File: src/hw/rtl/cri_pkg.sv
// ----------------------------------------------------------------------------
// cri_pkg: shared constants for the color ramp interpolator
// Field widths, operation codes and parameter defaults.
// ----------------------------------------------------------------------------
package cri_pkg;

  // Parameter defaults
  localparam int DEFAULT_RESOLUTION = 256;
  localparam int DEFAULT_MAX_POINTS = 16;

  // Field widths
  localparam int MODE_W = 2;
  localparam int IDX_W  = 8;
  localparam int CH_W   = 8;
  localparam int NUM_CH = 4;
  localparam int PT_W   = CH_W * NUM_CH;
  localparam int IN_W   = IDX_W + PT_W;

  // Width of the per-channel rounding numerator
  localparam int MIX_W  = 2 * CH_W;

  // Operation codes carried on in_tuser
  localparam logic [MODE_W-1:0] MODE_CLEAR  = 2'd0;
  localparam logic [MODE_W-1:0] MODE_APPEND = 2'd1;
  localparam logic [MODE_W-1:0] MODE_QUERY  = 2'd2;

  // Status codes carried on out_tuser
  localparam logic STATUS_OK    = 1'b0;
  localparam logic STATUS_EMPTY = 1'b1;

endpackage

File: src/hw/rtl/color_ramp_interpolator.sv
// ----------------------------------------------------------------------------
// color_ramp_interpolator: linear gradient color lookup
// Holds a list of evenly spaced RGBA8 control points in a small memory and
// returns interpolated ramp entries, each channel rounded half up.
//
//   channel  dir  tdata (low bit first)              tuser
//   in_      in   entry_index, red, green, blue,     mode
//                 alpha (40 bits)
//   out_     out  red, green, blue, alpha (32 bits)  status
//
// Clear and append complete at accept. A query passes through the sequencer
// steps: index product at accept, then reciprocal divide, remainder fix,
// two-port point read, blend, reciprocal divide, rounding fix into the output
// register. A query on an empty list goes from accept straight to the rounding
// step.
// One item is in work at a time; a new one is taken once the last result
// sits in the output register. A stalled output holds the last stage only.
// Reset clears the point count; the point memory is not cleared.
// ----------------------------------------------------------------------------
module color_ramp_interpolator
  import cri_pkg::*;
#(
  parameter int RESOLUTION = DEFAULT_RESOLUTION,
  parameter int MAX_POINTS = DEFAULT_MAX_POINTS
) (
  input  logic            clk,
  input  logic            rst_n,
  // in_tdata: entry_index[7:0], point_red[15:8], point_green[23:16],
  //           point_blue[31:24], point_alpha[39:32]
  input  logic            in_tvalid,
  output logic            in_tready,
  input  logic [IN_W-1:0] in_tdata,
  // in_tuser: mode[1:0]
  input  logic [MODE_W-1:0] in_tuser,
  // out_tdata: out_red[7:0], out_green[15:8], out_blue[23:16], out_alpha[31:24]
  output logic            out_tvalid,
  input  logic            out_tready,
  output logic [PT_W-1:0] out_tdata,
  // out_tuser: status[0]
  output logic            out_tuser
);

  localparam int DEN = RESOLUTION - 1;
  localparam int AW  = (MAX_POINTS > 1) ? $clog2(MAX_POINTS) : 1;
  localparam int CW  = $clog2(MAX_POINTS + 1);
  localparam int NW  = IDX_W + AW;
  localparam logic [IDX_W-1:0] DEN_V   = IDX_W'(DEN);
  localparam logic [IDX_W-1:0] HALF_V  = IDX_W'(DEN / 2);
  localparam logic [NW:0]      RECIP_N = (NW + 1)'((2 ** NW) / DEN);
  localparam logic [MIX_W:0]   RECIP_C = (MIX_W + 1)'((2 ** MIX_W) / DEN);

  typedef enum logic [6:0] {
    S_IDLE = 7'b0000001,
    S_DIV  = 7'b0000010,
    S_FIX  = 7'b0000100,
    S_RD   = 7'b0001000,
    S_MIX  = 7'b0010000,
    S_QT   = 7'b0100000,
    S_RND  = 7'b1000000
  } state_t;

  state_t state_r, state_nxt;

  logic [CW-1:0]    count_r, count_nxt;
  logic [PT_W-1:0]  point_mem [MAX_POINTS];

  logic [AW-1:0]    nm1_r;
  logic [NW-1:0]    num_r;
  logic [AW-1:0]    q0_r;
  logic [AW-1:0]    lo_r;
  logic [IDX_W-1:0] rem_r;
  logic             empty_r;
  logic [PT_W-1:0]  pa_r, pb_r;
  logic [MIX_W-1:0] w_r  [NUM_CH];
  logic [CH_W-1:0]  qc_r [NUM_CH];

  logic             out_valid_r;
  logic             out_status_r;
  logic [PT_W-1:0]  out_data_r;

  logic             in_acc;
  logic             out_free;
  logic [IDX_W-1:0] idx_c;
  logic [CW-1:0]    cnt_m1;
  logic [AW-1:0]    nm1_c;
  logic [NW-1:0]    num_c;
  logic [2*NW:0]    prod_n;
  logic [NW-1:0]    qd;
  logic [NW-1:0]    rem0;
  logic             rem_over;
  logic [AW-1:0]    hi_addr;
  logic [MIX_W-1:0] w_c  [NUM_CH];
  logic [2*MIX_W:0] prod_c [NUM_CH];
  logic [MIX_W-1:0] r0_c [NUM_CH];
  logic [PT_W-1:0]  color_c;

  // Handshake
  assign in_tready = (state_r == S_IDLE);
  assign in_acc    = in_tvalid && in_tready;
  assign out_free  = !out_valid_r || out_tready;

  // Clamp index and form index times (n-1)
  always_comb begin
    idx_c  = (in_tdata[IDX_W-1:0] > DEN_V) ? DEN_V : in_tdata[IDX_W-1:0];
    cnt_m1 = count_r - CW'(1);
    nm1_c  = cnt_m1[AW-1:0];
    num_c  = NW'(idx_c) * NW'(nm1_c);
  end

  // Reciprocal estimate of the lower point index, low by at most one
  assign prod_n = (2 * NW + 1)'(num_r) * (2 * NW + 1)'(RECIP_N);

  // Remainder check for the index estimate
  always_comb begin
    qd       = NW'(q0_r) * NW'(DEN_V);
    rem0     = num_r - qd;
    rem_over = (rem0 >= NW'(DEN_V));
  end

  // Upper neighbor saturates at the last point
  assign hi_addr = (lo_r == nm1_r) ? lo_r : lo_r + AW'(1);

  // Per-channel blend, reciprocal estimate and rounding fix
  always_comb begin
    for (int c = 0; c < NUM_CH; c++) begin
      w_c[c] = MIX_W'(pa_r[c*CH_W +: CH_W]) * MIX_W'(DEN_V - rem_r)
             + MIX_W'(pb_r[c*CH_W +: CH_W]) * MIX_W'(rem_r)
             + MIX_W'(HALF_V);
      prod_c[c] = (2 * MIX_W + 1)'(w_r[c]) * (2 * MIX_W + 1)'(RECIP_C);
      r0_c[c]   = w_r[c] - MIX_W'(qc_r[c]) * MIX_W'(DEN_V);
      color_c[c*CH_W +: CH_W] = (r0_c[c] >= MIX_W'(DEN_V)) ? qc_r[c] + CH_W'(1)
                                                             : qc_r[c];
    end
  end

  // Sequencer and point count
  always_comb begin
    state_nxt = state_r;
    count_nxt = count_r;
    unique case (state_r)
      S_IDLE: begin
        if (in_acc) begin
          case (in_tuser)
            MODE_CLEAR: count_nxt = '0;
            MODE_APPEND: begin
              if (count_r < CW'(MAX_POINTS)) begin
                count_nxt = count_r + CW'(1);
              end
            end
            MODE_QUERY: state_nxt = (count_r == '0) ? S_RND : S_DIV;
            default: ;
          endcase
        end
      end
      S_DIV: state_nxt = S_FIX;
      S_FIX: state_nxt = S_RD;
      S_RD:  state_nxt = S_MIX;
      S_MIX: state_nxt = S_QT;
      S_QT:  state_nxt = S_RND;
      S_RND: begin
        if (out_free) begin
          state_nxt = S_IDLE;
        end
      end
      default: state_nxt = S_IDLE;
    endcase
  end

  always_ff @(posedge clk) begin
    if (!rst_n) begin
      state_r <= S_IDLE;
      count_r <= '0;
    end else begin
      state_r <= state_nxt;
      count_r <= count_nxt;
    end
  end

  // Point memory: write on append, two registered reads; the sequencer
  // keeps writes and reads of one query apart
  always_ff @(posedge clk) begin
    if (in_acc && (in_tuser == MODE_APPEND) && (count_r < CW'(MAX_POINTS))) begin
      point_mem[count_r[AW-1:0]] <= in_tdata[IDX_W +: PT_W];
    end
    if (state_r == S_RD) begin
      pa_r <= point_mem[lo_r];
      pb_r <= point_mem[hi_addr];
    end
  end

  // Query datapath registers
  always_ff @(posedge clk) begin
    if (in_acc) begin
      num_r   <= num_c;
      nm1_r   <= nm1_c;
      empty_r <= (count_r == '0);
    end
    if (state_r == S_DIV) begin
      q0_r <= prod_n[NW +: AW];
    end
    if (state_r == S_FIX) begin
      lo_r  <= rem_over ? q0_r + AW'(1) : q0_r;
      rem_r <= rem_over ? IDX_W'(rem0 - NW'(DEN_V)) : IDX_W'(rem0);
    end
    for (int c = 0; c < NUM_CH; c++) begin
      if (state_r == S_MIX) begin
        w_r[c] <= w_c[c];
      end
      if (state_r == S_QT) begin
        qc_r[c] <= prod_c[c][MIX_W +: CH_W];
      end
    end
  end

  // Output register
  always_ff @(posedge clk) begin
    if (!rst_n) begin
      out_valid_r <= 1'b0;
    end else if ((state_r == S_RND) && out_free) begin
      out_valid_r <= 1'b1;
    end else if (out_tready) begin
      out_valid_r <= 1'b0;
    end
  end

  always_ff @(posedge clk) begin
    if ((state_r == S_RND) && out_free) begin
      out_status_r <= empty_r ? STATUS_EMPTY : STATUS_OK;
      out_data_r   <= empty_r ? '0 : color_c;
    end
  end

  assign out_tvalid = out_valid_r;
  assign out_tdata  = out_data_r;
  assign out_tuser  = out_status_r;

`ifndef NO_ASSERTIONS
  // Point count never passes capacity
  a_count_cap: assert property (@(posedge clk) disable iff (!rst_n)
    count_r <= CW'(MAX_POINTS))
    else $error("point count beyond capacity");

  // Fixed index stays inside the list and remainder below the divisor
  a_index_range: assert property (@(posedge clk) disable iff (!rst_n)
    (state_r == S_RD) |-> ((lo_r <= nm1_r) && (rem_r < DEN_V || DEN == 1)))
    else $error("interpolation index out of range");

  // Reciprocal estimate for channel 0 is never more than one low
  a_round_fix: assert property (@(posedge clk) disable iff (!rst_n)
    ((state_r == S_RND) && !empty_r) |->
      ((MIX_W + 1)'(r0_c[0]) < (MIX_W + 1)'(2 * DEN)))
    else $error("channel quotient estimate off by more than one");

  // A result appears only out of the rounding stage
  a_out_source: assert property (@(posedge clk) disable iff (!rst_n)
    $rose(out_valid_r) |-> $past(state_r == S_RND))
    else $error("result without a finished query");
`endif

endmodule

File: config.mk
export PLATFORM = sky130hd
export DESIGN_NAME = color_ramp_interpolator
export DESIGN_NICKNAME = d
export VERILOG_FILES = /design/src/hw/rtl/cri_pkg.sv /design/src/hw/rtl/color_ramp_interpolator.sv
export SDC_FILE = /design/constraint.sdc
export NUM_CORES = 2
export LEC_CHECK = 0
export BUFFER_PORTS_ARGS = -buffer_cell sky130_fd_sc_hd__buf_2
export CAP_MARGIN = 20
export CORE_MARGIN = 2
export CORE_UTILIZATION = 60
export CTS_BUF_LIST = sky130_fd_sc_hd__clkbuf_8
export DETAILED_ROUTE_END_ITERATION = 8
export PLACE_DENSITY = 0.76
export SLEW_MARGIN = 30
export SYNTH_ARGS = -nofsm -noshare
export SYNTH_HDL_FRONTEND = slang
export SYNTH_SLANG_ARGS = --single-unit
File: constraint.sdc
create_clock -name clk -period 11.5 [get_ports clk]
set_input_delay 0.575 -clock clk [delete_from_list [all_inputs] [get_ports clk]]
set_output_delay 0.575 -clock clk [all_outputs]
set_load 0.05 [all_outputs]
==> results.md <==
- Status: finished clean
- Crit Path Class: reg2reg
- Area of the multi-input gates: ~36000 um^2
- Distinct cells, synth: 86
- Final slew viol count: 0
- Synthesized Nets: 6136
- Residual DRC count: 0
- Placer congestion estimate: 0.886
- Initial core utilization: 60.5%
- Mapped Area: 62600 um^2
- Commonest non-fill, non-tap cells in the layout: 1004 x inv_1, 738 x edfxtp_1, 605 x fa_1
- Antenna violations before repair: 20
- Final Skew: 0.0665 ns
- Max_slew headroom: 36.9%
- CP max FO: 10
- Via density: between 5 and 6
- Setup TNS Final: 0 ns
- CTS tree: built
- Die area: 107000 um^2
- Gr usage total: 26.8%
- Top_reg_cell synth: edfxtp_1
- Die width: 327 um
- Period Utilization, post-route: between 50% and 60%
- Area taken by flip-flops and latches: around 22000 um^2
- Number of enable flip-flop cells after synthesis: 738
- Nets: 6232
- Row count: roughly 120
- Buffers on Ports: 80
- Hpwl dp: 96500 um
- Syn Inst Count: 4946
- Post-CTS Setup Bufs: 0
- Synth Register Bits: roughly 750
- Lkg Pwr: 28.2 nW
- Worst Path Required: about 12 ns
- Share of layout cells above drive strength 1: around an eighth
- Hold-fix buffers, CTS: 0
- Number of max-cap violations: 0
- Fill count: approximately 7500
- Critical Path End Type: flip-flop
- Commonest non-fill, non-tap cell in the layout: inv_1
- Layout area overhead: 7.19%
- PostCTS Resize Cnt: 0
- Total CTS buffers: roughly 130
- Fmax: roughly 160 MHz
- Gr ovfl total: 0
- Routed wire per std cell: 21.3 um
- Core footprint: 103000 um^2
- # setup viols final: 0
- Actual slew at the worst max-slew pin: 0.933 ns
- Seq/Total Area, Yosys: 35.8%
- Warnings, synthesis: 0
- Power Density: 91.4 nW/um^2
- Min-Delay Path Class: in2reg
- Final ANT Viol Nets: 0
- # IOs: 81
- RSZ-0062 raised after global routing: no
- Post-Route WL: 139000 um
- Largest net degree at the start of global routing: 95
- CP startpoint kind: flip-flop
- 1st-iter DRT viols: 3426
- Final hold vios: 0
- First-pass GRT wire length: 223000 um
- Tmin final: 6.33 ns
- Asr flop ratio synth: 0%
- Clock sink count: approximately 750
- Avg Cell Area, Syn: 12.6 um^2
- Post-layout power: 6.13 mW
- H-tree Lvls: 4
- Data arrival, critical path: 6.86 ns
- Die Y: between 300 and 400 um
- Clock Latency Late Sink: 0.84 ns
- CTS root buffer: clkbuf_8
- Clk pin slew, worst setup/hold paths: 0.06 ns
- Vias in the first global route: 40833
- Worst vdd ir: 0.115 mV
- Vias: ~39000
- CTS Buffer Depth: 3
- 1st-pass router iterations: 5
power by group:
group	switching (mW)	internal [mW]	leakage [nW]
clock network	1.18	1.17	1.36
registers	0.0231	3.07	6.75
logic	0.408	0.274	20.1
metal layers:
metal  global-route usage [%]  vias to the layer above  routed length [um]
li1                         -                    17113                   -
met1                     35.0                    19588               54500
met2                     45.8                     1624               69600
met3                     4.84                      292               10700
met4                     8.93                       12                4070
met5                        0                        -                  89
through the flow:
stage	hold slack [ns]	cells	utilization [%]	setup WS, ns	cell area [um^2]
after floorplan	0.426	4946	-	3.72	62600
after CTS	0.00888	6520	64.8	5.24	67000
after global routing	0.0713	6525	64.8	4.86	67100
after global placement	0.434	6289	62.4	5.39	64600
final	0.0659	6527	64.8	5.17	67100
after detailed placement	0.436	6289	62.4	5.30	64600
kinds of logic (layout without fill, tap and decap cells):
kind of cell	count (synthesis)	count (layout)	share of synthesized area, %
adder cells (fa/ha/maj)	1144	1144	30.1
buffers and inverters	1131	1325	6.89
AND/OR/NAND/NOR	1018	1018	8.76
flip-flops	751	751	35.8
AO/OA/AOI/OAI	402	402	4.29
multiplexers	338	338	11.8
XOR/XNOR	162	162	2.27
other	0	7	0
worst paths after layout:
path                    start            end  slack, ns  cells past startpoint
setup / recovery   qc_r[1][0]  out_tdata[13]       5.17                     19
hold / removal    in_tuser[1]     count_r[4]       0.07                      3
hold reg to reg      num_r[8]        q0_r[0]       0.45                      0
setup reg to reg   qc_r[1][0]  out_tdata[13]       5.17                     19
critical path, cell delays in order (launching register included):
cell	delay (ns)
edfxtp_1	0.57
inv_1	0.19
fa_1	0.55
inv_1	0.08
fa_1	0.54
inv_1	0.06
fa_1	0.53
inv_1	0.05
fa_1	0.53
inv_1	0.04
ha_1	0.38
nand3_1	0.11
a221oi_1	0.44
o2111ai_1	0.20
a21oi_1	0.21
o31ai_1	0.10
nor4b_1	0.62
nand2_2	0.27
and2_1	0.25
mux2_1	0.32
registers in the layout (all words and copies together) (netlist names):
register / flops
w_r: 64
out_tuser: 1
q0_r: 4
out_tvalid: 1
rem_r: 8
count_r: 5
lo_r: 4
pa_r: 32
num_r: 12
empty_r: 1
nm1_r: 4
pb_r: 32
out_tdata: 32
point_mem: 512
qc_r: 32
state_r: 7
layout make-up:
class	count	share of cell area (%)
multi-input cells	3064	53.7
clock inverters	99	0.959
inverters	972	5.44
clock buffers	132	2.71
diodes	7	0.0261
flip-flops and latches	751	33.4
well taps	1380	2.57
repair buffers	122	1.12
synthesized netlist by cell type, drive strengths merged, types with 28 or more instances:
cell type | n | area, um^2
mux4 | 320 | 7210
clkbuf | 114 | 429
nor3 | 47 | 240
a21o | 34 | 255
nor2 | 130 | 490
a21oi | 111 | 556
xnor2 | 125 | 1090
nand2b | 147 | 920
and3 | 28 | 175
nand2 | 230 | 866
inv | 972 | 3650
and2 | 151 | 945
xor2 | 37 | 324
ha | 539 | 6740
o21ai | 64 | 320
fa | 605 | 12100
buf | 45 | 235
nor2b | 156 | 976
edfxtp | 738 | 22200
nand3 | 38 | 190
No activity file was read; power rests on OpenSTA's default activity.
